### src/design/bldc_pi_speed_commutation_core_defines.svh
// ============================================================================
// Assertion macros for the BLDC PI speed and commutation core
// Concurrent checks on clk with asynchronous active-low reset rst_n.
// In synthesis the macros expand to nothing.
// ============================================================================
`ifndef BLDC_PI_SPEED_COMMUTATION_CORE_DEFINES_SVH
`define BLDC_PI_SPEED_COMMUTATION_CORE_DEFINES_SVH

`ifndef SYNTHESIS
// Same-cycle implication.
`define BPSC_ASSERT_IMPL(lbl, ante, cons, msg) \
    lbl: assert property (@(posedge clk) disable iff (!rst_n) (ante) |-> (cons)) \
        else $error(msg);
// Next-cycle implication.
`define BPSC_ASSERT_NEXT(lbl, ante, cons, msg) \
    lbl: assert property (@(posedge clk) disable iff (!rst_n) (ante) |=> (cons)) \
        else $error(msg);
`else
`define BPSC_ASSERT_IMPL(lbl, ante, cons, msg)
`define BPSC_ASSERT_NEXT(lbl, ante, cons, msg)
`endif

`endif

### src/design/bpsc_pkg.sv
// ============================================================================
// bpsc_pkg
// Types, constants and hall tables shared by the speed and commutation core.
// ============================================================================
`timescale 1ns / 1ps

package bpsc_pkg;

    localparam int GAIN_W     = 24;
    localparam int FRAC_W     = 16;
    localparam int WINDUP_W   = 31;
    localparam int OFFSET_W   = 23;
    localparam int INTEG_W    = 32;
    localparam int FSPEED_W   = 32;
    localparam int DUTY_W     = 7;
    localparam int HALL_W     = 3;
    localparam int CFG_DATA_W = 31;
    localparam int CFG_IDX_W  = 3;

    localparam logic [DUTY_W-1:0] DUTY_MAX      = 7'd100;
    localparam logic [GAIN_W-1:0] PROP_GAIN_RST = 24'd65536;

    localparam logic [HALL_W-1:0] HALL_ALL_LOW  = 3'd0;
    localparam logic [HALL_W-1:0] HALL_ALL_HIGH = 3'd7;

    typedef enum logic [CFG_IDX_W-1:0] {
        REG_PROP_GAIN    = 3'd0,
        REG_INTEG_GAIN   = 3'd1,
        REG_WINDUP_LIMIT = 3'd2,
        REG_LOOP_ENABLE  = 3'd3,
        REG_DUTY_GAIN    = 3'd4,
        REG_DUTY_OFFSET  = 3'd5
    } cfg_reg_t;

    typedef enum logic [1:0] {
        DS_STOP = 2'd0,
        DS_CW   = 2'd1,
        DS_CCW  = 2'd2
    } drive_t;

    typedef enum logic [1:0] {
        PH_LOW     = 2'd0,
        PH_HIGH    = 2'd1,
        PH_HALF    = 2'd2,
        PH_INVALID = 2'd3
    } phase_t;

    typedef struct packed {
        phase_t u;
        phase_t v;
        phase_t w;
    } phase_set_t;

    typedef struct packed {
        logic [0:0]                 motor_index;
        logic signed [FSPEED_W-1:0] ref_speed;
        logic signed [FSPEED_W-1:0] measured_speed;
        logic                       hall_u;
        logic                       hall_v;
        logic                       hall_w;
    } in_t;

    typedef struct packed {
        logic [1:0]                 drive_mode;
        logic [1:0]                 phase_u_mode;
        logic [1:0]                 phase_v_mode;
        logic [1:0]                 phase_w_mode;
        logic [DUTY_W-1:0]          duty_percent;
        logic signed [FSPEED_W-1:0] corrected_speed;
        logic                       hall_invalid;
    } out_t;

    // Serial multiplier request and status.
    typedef struct packed {
        logic              start;
        logic [GAIN_W-1:0] gain;
    } mul_req_t;

    typedef struct packed {
        logic busy;
        logic done;
    } mul_stat_t;

    // Commutation inputs and results.
    typedef struct packed {
        drive_t            drive_old;
        logic              ref_zero;
        logic              ref_neg;
        logic              corr_neg;
        logic [HALL_W-1:0] hall;
    } commut_in_t;

    typedef struct packed {
        drive_t     drive;
        phase_set_t phases;
        logic       invalid;
    } commut_out_t;

    // Six-step phase modes for a hall code; backward selects the reverse table.
    function automatic phase_set_t hall_phases(input logic [HALL_W-1:0] hall,
                                               input logic backward);
        phase_set_t ph;
        ph = '{PH_INVALID, PH_INVALID, PH_INVALID};
        case (hall)
            3'd1: ph = backward ? '{PH_HALF, PH_HIGH, PH_LOW}  : '{PH_HALF, PH_LOW, PH_HIGH};
            3'd2: ph = backward ? '{PH_HIGH, PH_LOW, PH_HALF}  : '{PH_LOW, PH_HIGH, PH_HALF};
            3'd3: ph = backward ? '{PH_HIGH, PH_HALF, PH_LOW}  : '{PH_LOW, PH_HALF, PH_HIGH};
            3'd4: ph = backward ? '{PH_LOW, PH_HALF, PH_HIGH}  : '{PH_HIGH, PH_HALF, PH_LOW};
            3'd5: ph = backward ? '{PH_LOW, PH_HIGH, PH_HALF}  : '{PH_HIGH, PH_LOW, PH_HALF};
            3'd6: ph = backward ? '{PH_HALF, PH_LOW, PH_HIGH}  : '{PH_HALF, PH_HIGH, PH_LOW};
            default: ph = '{PH_INVALID, PH_INVALID, PH_INVALID};
        endcase
        return ph;
    endfunction

endpackage

### src/design/bldc_pi_speed_commutation_core.sv
// ============================================================================
// bldc_pi_speed_commutation_core
// PI speed correction, drive state update, duty computation and six-step
// hall commutation for up to MOTOR_COUNT motors, one control step per input.
// ============================================================================
//
//  channel | direction | handshake          | payload
//  --------+-----------+--------------------+---------------------------
//  cfg     | in        | cfg_we             | cfg_index, cfg_data
//  in      | in        | in_valid, in_stall | in_data  (bpsc_pkg::in_t)
//  out     | out       | out_valid, out_stall | out_data (bpsc_pkg::out_t)
//
//  A transaction makes three passes of the 24-step bit-serial multiplier with
//  the loop enabled and one with it bypassed, plus the add and clamp stages.
//  Reset clears the integrators to zero and every drive state to stop.
//  in_stall is high from acceptance until the result is handed to the output
//  register; a stalled result holds there while the next step is accepted.
// ============================================================================
`timescale 1ns / 1ps
`include "bldc_pi_speed_commutation_core_defines.svh"

module bldc_pi_speed_commutation_core #(
    parameter int MOTOR_COUNT = 2
) (
    input  logic                                clk,
    input  logic                                rst_n,
    input  logic                                cfg_we,
    input  logic [bpsc_pkg::CFG_IDX_W-1:0]      cfg_index,
    input  logic [bpsc_pkg::CFG_DATA_W-1:0]     cfg_data,
    input  logic                                in_valid,
    output logic                                in_stall,
    input  bpsc_pkg::in_t                       in_data,
    output logic                                out_valid,
    input  logic                                out_stall,
    output bpsc_pkg::out_t                      out_data
);

    localparam int GW      = bpsc_pkg::GAIN_W;
    localparam int FW      = bpsc_pkg::FRAC_W;
    localparam int SW_IN   = bpsc_pkg::FSPEED_W;
    localparam int IW      = bpsc_pkg::INTEG_W;
    localparam int MIDX_W  = (MOTOR_COUNT > 1) ? $clog2(MOTOR_COUNT) : 1;
    localparam int SEL_W   = $clog2(MOTOR_COUNT + 1) + 1;
    localparam int MUL_B_W = (SW_IN + 1 > 34) ? SW_IN + 1 : 34;
    localparam int R_W     = MUL_B_W + 1 + GW - FW;
    localparam int SUM_W   = R_W + 2;
    localparam int DSUM_W  = R_W + 1;
    localparam int DHI_W   = DSUM_W - FW;

    localparam logic signed [SUM_W-1:0] SMAX =
        {{(SUM_W - SW_IN + 1){1'b0}}, {(SW_IN - 1){1'b1}}};
    localparam logic signed [SUM_W-1:0] SMIN = ~SMAX;

    typedef enum logic [3:0] {
        S_IDLE,
        S_ERR,
        S_MUL_P,
        S_MUL_I,
        S_ICLAMP,
        S_SUM,
        S_CLAMP,
        S_MAG,
        S_MUL_D,
        S_DONE
    } state_t;

    // Configuration registers.
    logic [GW-1:0]                  prop_gain_reg;
    logic [GW-1:0]                  integ_gain_reg;
    logic [bpsc_pkg::WINDUP_W-1:0]  windup_reg;
    logic                           loop_en_reg;
    logic [GW-1:0]                  duty_gain_reg;
    logic [bpsc_pkg::OFFSET_W-1:0]  duty_off_reg;

    // Per-motor state.
    logic signed [IW-1:0]           integ_mem_reg [MOTOR_COUNT];
    bpsc_pkg::drive_t               drive_mem_reg [MOTOR_COUNT];

    // Step datapath.
    state_t                         state_reg;
    logic [MIDX_W-1:0]              motor_reg;
    logic signed [SW_IN-1:0]        ref_reg;
    logic signed [SW_IN-1:0]        meas_reg;
    logic [bpsc_pkg::HALL_W-1:0]    hall_reg;
    logic signed [IW-1:0]           integ_old_reg;
    bpsc_pkg::drive_t               drive_old_reg;
    logic signed [SUM_W-1:0]        sum_reg;
    logic signed [SUM_W-1:0]        isum_reg;
    logic signed [IW-1:0]           iv_reg;
    logic signed [SUM_W-1:0]        corr_reg;
    logic [DSUM_W-1:0]              dsum_reg;
    bpsc_pkg::commut_out_t          commut_reg;
    bpsc_pkg::mul_req_t             mul_req_reg;
    logic signed [MUL_B_W-1:0]      mul_b_reg;
    logic                           out_valid_reg;
    bpsc_pkg::out_t                 out_reg;

    bpsc_pkg::mul_stat_t            mul_stat;
    logic signed [R_W-1:0]          mul_result;
    bpsc_pkg::commut_in_t           commut_in;
    bpsc_pkg::commut_out_t          commut_out;

    logic [SEL_W-1:0]               motor_ext;
    logic [SEL_W-1:0]               motor_sel;
    logic signed [MUL_B_W-1:0]      err_ext;
    logic signed [SUM_W-1:0]        ref_sum_ext;
    logic signed [SUM_W-1:0]        res_ext;
    logic signed [SUM_W-1:0]        integ_old_ext;
    logic signed [SUM_W-1:0]        iv_ext;
    logic signed [SUM_W-1:0]        w_pos;
    logic signed [SUM_W-1:0]        w_neg;
    logic signed [SUM_W-1:0]        iv_clamp;
    logic signed [SUM_W-1:0]        corr_clamp;
    logic signed [SUM_W-1:0]        mag_full;
    logic [DHI_W-1:0]               duty_hi;
    logic [bpsc_pkg::DUTY_W-1:0]    duty_sat;

    // ------------------------------------------------------------------
    // Configuration port
    // ------------------------------------------------------------------
    always_ff @(posedge clk or negedge rst_n)
    begin
        if (!rst_n)
        begin
            prop_gain_reg  <= bpsc_pkg::PROP_GAIN_RST;
            integ_gain_reg <= '0;
            windup_reg     <= '0;
            loop_en_reg    <= 1'b1;
            duty_gain_reg  <= '0;
            duty_off_reg   <= '0;
        end
        else if (cfg_we)
        begin
            case (cfg_index)
                bpsc_pkg::REG_PROP_GAIN:    prop_gain_reg  <= cfg_data[GW-1:0];
                bpsc_pkg::REG_INTEG_GAIN:   integ_gain_reg <= cfg_data[GW-1:0];
                bpsc_pkg::REG_WINDUP_LIMIT: windup_reg     <= cfg_data[bpsc_pkg::WINDUP_W-1:0];
                bpsc_pkg::REG_LOOP_ENABLE:  loop_en_reg    <= cfg_data[0];
                bpsc_pkg::REG_DUTY_GAIN:    duty_gain_reg  <= cfg_data[GW-1:0];
                bpsc_pkg::REG_DUTY_OFFSET:  duty_off_reg   <= cfg_data[bpsc_pkg::OFFSET_W-1:0];
                default: ;
            endcase
        end
    end

    // ------------------------------------------------------------------
    // Datapath helpers
    // ------------------------------------------------------------------
    assign motor_ext = SEL_W'(in_data.motor_index);
    assign motor_sel = (motor_ext >= SEL_W'(MOTOR_COUNT)) ? SEL_W'(MOTOR_COUNT - 1) : motor_ext;

    assign err_ext = {{(MUL_B_W - SW_IN){ref_reg[SW_IN-1]}}, ref_reg}
                   - {{(MUL_B_W - SW_IN){meas_reg[SW_IN-1]}}, meas_reg};

    assign ref_sum_ext   = {{(SUM_W - SW_IN){ref_reg[SW_IN-1]}}, ref_reg};
    assign res_ext       = {{(SUM_W - R_W){mul_result[R_W-1]}}, mul_result};
    assign integ_old_ext = {{(SUM_W - IW){integ_old_reg[IW-1]}}, integ_old_reg};
    assign iv_ext        = {{(SUM_W - IW){iv_reg[IW-1]}}, iv_reg};

    assign w_pos = {{(SUM_W - bpsc_pkg::WINDUP_W){1'b0}}, windup_reg};
    assign w_neg = -w_pos;

    assign iv_clamp   = (isum_reg > w_pos) ? w_pos : ((isum_reg < w_neg) ? w_neg : isum_reg);
    assign corr_clamp = (sum_reg > SMAX) ? SMAX : ((sum_reg < SMIN) ? SMIN : sum_reg);
    assign mag_full   = corr_reg[SUM_W-1] ? -corr_reg : corr_reg;

    assign duty_hi  = dsum_reg[DSUM_W-1:FW];
    assign duty_sat = (duty_hi > DHI_W'(bpsc_pkg::DUTY_MAX)) ? bpsc_pkg::DUTY_MAX
                                                             : duty_hi[bpsc_pkg::DUTY_W-1:0];

    assign commut_in.drive_old = drive_old_reg;
    assign commut_in.ref_zero  = (ref_reg == '0);
    assign commut_in.ref_neg   = ref_reg[SW_IN-1];
    assign commut_in.corr_neg  = corr_reg[SUM_W-1];
    assign commut_in.hall      = hall_reg;

    bpsc_sermul #(
        .B_W (MUL_B_W)
    ) u_sermul (
        .clk     (clk),
        .rst_n   (rst_n),
        .req     (mul_req_reg),
        .operand (mul_b_reg),
        .stat    (mul_stat),
        .result  (mul_result)
    );

    bpsc_commutate u_commutate (
        .cin  (commut_in),
        .cout (commut_out)
    );

    // ------------------------------------------------------------------
    // Per-motor state storage
    // ------------------------------------------------------------------
    always_ff @(posedge clk or negedge rst_n)
    begin
        if (!rst_n)
        begin
            for (int i = 0; i < MOTOR_COUNT; i++)
            begin
                integ_mem_reg[i] <= '0;
                drive_mem_reg[i] <= bpsc_pkg::DS_STOP;
            end
        end
        else
        begin
            if (state_reg == S_ICLAMP)
                integ_mem_reg[motor_reg] <= iv_clamp[IW-1:0];
            if (state_reg == S_MAG)
                drive_mem_reg[motor_reg] <= commut_out.drive;
        end
    end

    // ------------------------------------------------------------------
    // Step sequencer
    // ------------------------------------------------------------------
    always_ff @(posedge clk or negedge rst_n)
    begin
        if (!rst_n)
        begin
            state_reg         <= S_IDLE;
            mul_req_reg.start <= 1'b0;
            out_valid_reg     <= 1'b0;
        end
        else
        begin
            mul_req_reg.start <= 1'b0;
            if (out_valid_reg && !out_stall)
                out_valid_reg <= 1'b0;

            case (state_reg)
                S_IDLE:
                begin
                    if (in_valid)
                    begin
                        ref_reg   <= in_data.ref_speed;
                        meas_reg  <= in_data.measured_speed;
                        hall_reg  <= {in_data.hall_u, in_data.hall_v, in_data.hall_w};
                        motor_reg <= motor_sel[MIDX_W-1:0];
                        state_reg <= S_ERR;
                    end
                end
                S_ERR:
                begin
                    integ_old_reg <= integ_mem_reg[motor_reg];
                    drive_old_reg <= drive_mem_reg[motor_reg];
                    if (loop_en_reg)
                    begin
                        mul_req_reg.start <= 1'b1;
                        mul_req_reg.gain  <= prop_gain_reg;
                        mul_b_reg         <= err_ext;
                        state_reg         <= S_MUL_P;
                    end
                    else
                    begin
                        sum_reg   <= ref_sum_ext;
                        state_reg <= S_CLAMP;
                    end
                end
                S_MUL_P:
                begin
                    if (mul_stat.done)
                    begin
                        sum_reg           <= ref_sum_ext + res_ext;
                        mul_req_reg.start <= 1'b1;
                        mul_req_reg.gain  <= integ_gain_reg;
                        state_reg         <= S_MUL_I;
                    end
                end
                S_MUL_I:
                begin
                    if (mul_stat.done)
                    begin
                        isum_reg  <= integ_old_ext + res_ext;
                        state_reg <= S_ICLAMP;
                    end
                end
                S_ICLAMP:
                begin
                    iv_reg    <= iv_clamp[IW-1:0];
                    state_reg <= S_SUM;
                end
                S_SUM:
                begin
                    sum_reg   <= sum_reg + iv_ext;
                    state_reg <= S_CLAMP;
                end
                S_CLAMP:
                begin
                    corr_reg  <= corr_clamp;
                    state_reg <= S_MAG;
                end
                S_MAG:
                begin
                    commut_reg        <= commut_out;
                    mul_req_reg.start <= 1'b1;
                    mul_req_reg.gain  <= duty_gain_reg;
                    mul_b_reg         <= mag_full[MUL_B_W-1:0];
                    state_reg         <= S_MUL_D;
                end
                S_MUL_D:
                begin
                    if (mul_stat.done)
                    begin
                        dsum_reg  <= {1'b0, mul_result} + DSUM_W'(duty_off_reg);
                        state_reg <= S_DONE;
                    end
                end
                S_DONE:
                begin
                    if (!out_valid_reg || !out_stall)
                    begin
                        out_reg.drive_mode      <= commut_reg.drive;
                        out_reg.phase_u_mode    <= commut_reg.phases.u;
                        out_reg.phase_v_mode    <= commut_reg.phases.v;
                        out_reg.phase_w_mode    <= commut_reg.phases.w;
                        out_reg.duty_percent    <= duty_sat;
                        out_reg.corrected_speed <= corr_reg[SW_IN-1:0];
                        out_reg.hall_invalid    <= commut_reg.invalid;
                        out_valid_reg           <= 1'b1;
                        state_reg               <= S_IDLE;
                    end
                end
                default:
                begin
                    state_reg <= S_IDLE;
                end
            endcase
        end
    end

    assign in_stall  = (state_reg != S_IDLE);
    assign out_valid = out_valid_reg;
    assign out_data  = out_reg;

    // ------------------------------------------------------------------
    // Assertions
    // ------------------------------------------------------------------
    `BPSC_ASSERT_IMPL(a_mul_start_idle, mul_req_reg.start, !mul_stat.busy, "multiplier restarted while busy")
    `BPSC_ASSERT_NEXT(a_mul_start_busy, mul_req_reg.start, mul_stat.busy, "multiplier ignored a start")
    `BPSC_ASSERT_IMPL(a_out_from_done, $rose(out_valid_reg), $past(state_reg == S_DONE), "result loaded outside the final step")
    `BPSC_ASSERT_IMPL(a_duty_range, out_valid_reg, out_reg.duty_percent <= bpsc_pkg::DUTY_MAX, "duty above saturation limit")

endmodule

### src/design/bpsc_sermul.sv
// ============================================================================
// bpsc_sermul
// Serial-parallel multiplier: an unsigned gain, one bit per cycle LSB first,
// times a signed operand; returns the product shifted right by FRAC_W.
// ============================================================================
`timescale 1ns / 1ps

module bpsc_sermul #(
    parameter int B_W = 34,
    localparam int R_W = B_W + 1 + bpsc_pkg::GAIN_W - bpsc_pkg::FRAC_W
) (
    input  logic                 clk,
    input  logic                 rst_n,
    input  bpsc_pkg::mul_req_t   req,
    input  logic signed [B_W-1:0] operand,
    output bpsc_pkg::mul_stat_t  stat,
    output logic signed [R_W-1:0] result
);

    localparam int GW    = bpsc_pkg::GAIN_W;
    localparam int CNT_W = $clog2(GW + 1);

    logic [GW-1:0]         gain_sh_reg;
    logic signed [B_W:0]   acc_reg;
    logic [GW-1:0]         lo_reg;
    logic [CNT_W-1:0]      cnt_reg;
    logic                  busy_reg;
    logic                  done_reg;

    logic signed [B_W:0]   addend;
    logic signed [B_W:0]   sum_next;

    // The running sum never exceeds twice the operand, so B_W+1 bits hold it.
    assign addend   = gain_sh_reg[0] ? {operand[B_W-1], operand} : '0;
    assign sum_next = acc_reg + addend;

    always_ff @(posedge clk or negedge rst_n)
    begin
        if (!rst_n)
        begin
            busy_reg <= 1'b0;
            done_reg <= 1'b0;
            cnt_reg  <= '0;
        end
        else if (req.start)
        begin
            gain_sh_reg <= req.gain;
            acc_reg     <= '0;
            cnt_reg     <= CNT_W'(GW);
            busy_reg    <= 1'b1;
            done_reg    <= 1'b0;
        end
        else if (busy_reg)
        begin
            gain_sh_reg <= {1'b0, gain_sh_reg[GW-1:1]};
            lo_reg      <= {sum_next[0], lo_reg[GW-1:1]};
            acc_reg     <= sum_next >>> 1;
            cnt_reg     <= cnt_reg - CNT_W'(1);
            if (cnt_reg == CNT_W'(1))
            begin
                busy_reg <= 1'b0;
                done_reg <= 1'b1;
            end
        end
        else
        begin
            done_reg <= 1'b0;
        end
    end

    assign stat.busy = busy_reg;
    assign stat.done = done_reg;
    assign result    = {acc_reg, lo_reg[GW-1:bpsc_pkg::FRAC_W]};

endmodule

### src/design/bpsc_commutate.sv
// ============================================================================
// bpsc_commutate
// Drive state transition and six-step phase selection from the hall code.
// ============================================================================
`timescale 1ns / 1ps

module bpsc_commutate (
    input  bpsc_pkg::commut_in_t  cin,
    output bpsc_pkg::commut_out_t cout
);

    bpsc_pkg::drive_t drive_new;

    always_comb
    begin
        case (cin.drive_old)
            bpsc_pkg::DS_STOP:
                drive_new = cin.ref_neg ? bpsc_pkg::DS_CCW : bpsc_pkg::DS_CW;
            default:
            begin
                if (cin.ref_zero)
                    drive_new = bpsc_pkg::DS_STOP;
                else
                    drive_new = cin.corr_neg ? bpsc_pkg::DS_CCW : bpsc_pkg::DS_CW;
            end
        endcase
    end

    // Stop uses the forward table, like clockwise.
    assign cout.drive   = drive_new;
    assign cout.phases  = bpsc_pkg::hall_phases(cin.hall, drive_new == bpsc_pkg::DS_CCW);
    assign cout.invalid = (cin.hall == bpsc_pkg::HALL_ALL_LOW) ||
                          (cin.hall == bpsc_pkg::HALL_ALL_HIGH);

endmodule

### config.mk
export PLATFORM = sky130hd
export DESIGN_NAME = bldc_pi_speed_commutation_core
export DESIGN_NICKNAME = d
export VERILOG_FILES = /design/src/design/bpsc_pkg.sv /design/src/design/bldc_pi_speed_commutation_core.sv /design/src/design/bpsc_sermul.sv /design/src/design/bpsc_commutate.sv
export VERILOG_INCLUDE_DIRS = /design/src /design/src/design
export SDC_FILE = /design/constraint.sdc
export NUM_CORES = 2
export LEC_CHECK = 0
export ABC_AREA = 0
export BUFFER_PORTS_ARGS = -buffer_cell sky130_fd_sc_hd__buf_4
export CAP_MARGIN = 25
export CORE_UTILIZATION = 57
export CTS_BUF_LIST = sky130_fd_sc_hd__clkbuf_16
export CTS_CLUSTER_SIZE = 25
export DETAILED_ROUTE_END_ITERATION = 10
export PLACE_DENSITY = 0.75
export RECOVER_POWER = 100
export SYNTH_ARGS = -nofsm -noshare
export SYNTH_HDL_FRONTEND = slang
export SYNTH_SLANG_ARGS = --single-unit
export TNS_END_PERCENT = 5
### constraint.sdc
create_clock -name clk -period 5.2 [get_ports clk]
set_input_delay 1.3 -clock clk [delete_from_list [all_inputs] [get_ports clk]]
set_output_delay 1.3 -clock clk [all_outputs]
set_load 0.03 [all_outputs]
==> reports/qor.csv <==
metric;value;unit
hp-class;flip-flop to flip-flop;
clock-sinks;676;
register_area;19300;um^2
netlist_area;41000;um^2
drt_iter0_markers;3583;
cts_max_level;3;
numCtsBuffers;74;
grt_pass1_vias;31100;
max_freq;0.188;GHz
worst_pin_slew;2.92;ns
syn_inst;3909;
cap_violations;12;
avgViaCountPerCell;6.49;
wl;124000;um
arrival;5.72;ns
placed_cells;4951;
antenna_found_initial;3;
largest_reg_flops;64;
track_usage;33.6;%
final_cell_mix;edfxtp_1, a21oi_1, ha_1, nand2_1, o21ai_0;
grt_max_degree;129;
failed_checks;max-capacitance violations, max-slew violations, negative setup slack;
required;5.59;ns
grt_overflow_total;0;
wl_met1;52200;um
top_layer;met5;
async_flop_share;30.8;%
drive_above_1_share;13.7;%
grt_pass1_wl;187000;um
period_minus_slack;5.33;ns
final_common_cell;edfxtp_1;
ant_nets;0;
start_util;58.1;%
drc;0;
cts_tree;yes;
dieHeight;270;um
clockBufferDepth;3;
dr.pass1.iters;8;
synth_seq_cells;676;
vias;33100;
routedWlPerCell;24.4;um
synth.avg_cell_area;10.5;um^2
synth_warnings;0;
finalWorstSetupSlack;-0.127;ns
wl_met2;55200;um
p_leak;19.1;nW
critPathKind;flip-flop to flip-flop;
path_max_fanout;6;
start_kind;flip-flop;
clock_latency;0.64;ns
fin_nets;4513;
place_hpwl;91300;um
design.die.area;72900;um^2
rsz0062_at_grt;yes;
wl_met3;12500;um
slew_headroom;-95.2;%
irDropWorstVdd;0.294;mV
cts_hold_buffers;0;
syn_nets;4319;
ys.flop_type;edfxtp_1;
ys_seq_area_share;47.0;%
root_buffer;clkbuf_16;
numPortBuffers;156;
synth_edf_count;468;
ys_types;79;
fin_skew;0.0255;ns
end_kind;flip-flop;
fin_total_pwr;0.0131;W
io_pins;157;
finalHoldViolations;0;
drv_slew;386;
r2r_slack;-0.13;ns
coreArea;70500;um^2
die_w;270;um
syn_to_final_growth;13.0;%
fin_cells;5105;
rows;97;
status;finished with violations;
p_per_area;284;nW/um^2
finalCritPeriodShare;102;%
multi_input_area;20600;um^2
clk_pin_slew;0.06;ns
routabilityCongestion;0.994;
setup_viol;34;
nFillCells;5534;
routing by layer:
| metal | global-route usage [%] | vias up |
|---|---|---|
| met5 | 0 | - |
| met1 | 48.6 | 16100 |
| li1 | - | 15100 |
| met3 | 5.49 | 229 |
| met2 | 51.3 | 1712 |
| met4 | 11.4 | 4 |
final cells by class:
type,instances,area share (%)
multi-input combinational,2869,44.6
sequential,676,41.6
clock buffer,79,4.27
timing repair buffer,291,4.24
tap,940,2.54
inverter,191,1.55
clock inverter,58,1.15
antenna,1,0.00541
power breakdown:
part / leakage, nW / internal (W) / switching, W / total, W
logic: 10.8 / 0.000673 / 0.000789 / 0.00146
registers: 7.03 / 0.00598 / 0.000231 / 0.00621
clock network: 1.24 / 0.00317 / 0.00228 / 0.00545
total: 19.1 / 0.00982 / 0.00330 / 0.0131
through the flow:
stage                     hold slack, ns  cell area [um^2]  utilization [%]  TNS (ns)  setup slack, ns
after floorplan                    0.400             41000                -    -43.78           -0.487
after global placement             0.401             43700             61.9    -14.55           -0.339
after detailed placement           0.405             43700             61.9    -22.61           -0.430
after CTS                          0.420             46400             65.8    -0.426          -0.0819
after global routing               0.422             46300             65.6    -16.18           -0.248
final                              0.420             46300             65.6     -1.49           -0.127
cells in the mapped netlist (68+ instances only):
| cell | number | share of area, % |
|---|---|---|
| nand3_1 | 68 | 0.83 |
| a21o_1 | 125 | 2.3 |
| a21oi_1 | 323 | 3.9 |
| dfrtp_1 | 206 | 13 |
| mux2_2 | 156 | 4.3 |
| edfxtp_1 | 468 | 34 |
| nor2_1 | 244 | 2.2 |
| nand2_1 | 295 | 2.7 |
| ha_1 | 298 | 9.1 |
| clkbuf_1 | 159 | 1.5 |
| inv_1 | 191 | 1.8 |
| o21ai_0 | 253 | 3.1 |
| xnor2_1 | 156 | 3.3 |
| xor2_1 | 94 | 2.0 |
path summary, 6_finish.rpt:
check / depth (start not counted) / from / endpoint
setup reg to reg: 20 / windup_reg[0] / iv_reg[26]
setup / recovery: 20 / windup_reg[0] / iv_reg[26]
max in group asynchronous: 3 / rst_n / duty_gain_reg[16]
hold reg to reg: 0 / commut_reg[2] / out_data[41]
hold / removal: 0 / commut_reg[2] / out_data[41]
min in group asynchronous: 1 / rst_n / state_reg[2]
cell families after synthesis:
| kind of cell | after synthesis | share of synthesized area, % |
|---|---|---|
| adder cells (fa/ha/maj) | 303 | 9.35 |
| buffers and inverters | 364 | 3.36 |
| AO/OA/AOI/OAI | 1106 | 17.4 |
| flip-flops | 676 | 47.0 |
| multiplexers | 195 | 5.24 |
| XOR/XNOR | 251 | 5.38 |
| AND/OR/NAND/NOR | 1014 | 12.3 |
critical path, cell delays in order, from the launching register on:
cell      delay [ns]
dfrtp_1         0.40
or4_4           0.55
or4_4           0.44
or3_4           0.35
or3_4           0.36
nand2b_4        0.16
or3_4           0.42
xnor2_2         0.15
ha_2            0.19
a21o_1          0.15
a21o_1          0.17
a21o_1          0.18
a221oi_2        0.28
o221ai_2        0.13
xor2_1          0.16
buf_4           0.17
nand2_8         0.10
buf_6           0.13
mux2_2          0.34
a22oi_2         0.19
inv_1           0.06
repair_timing:
action,4_1_cts,5_1_grt
setup endpoints to repair,96,96
setup buffers,10,4
cloned,0,1
pin swaps,12,21
gates resized for setup,41,34
No activity file was read; power rests on OpenSTA's default activity.
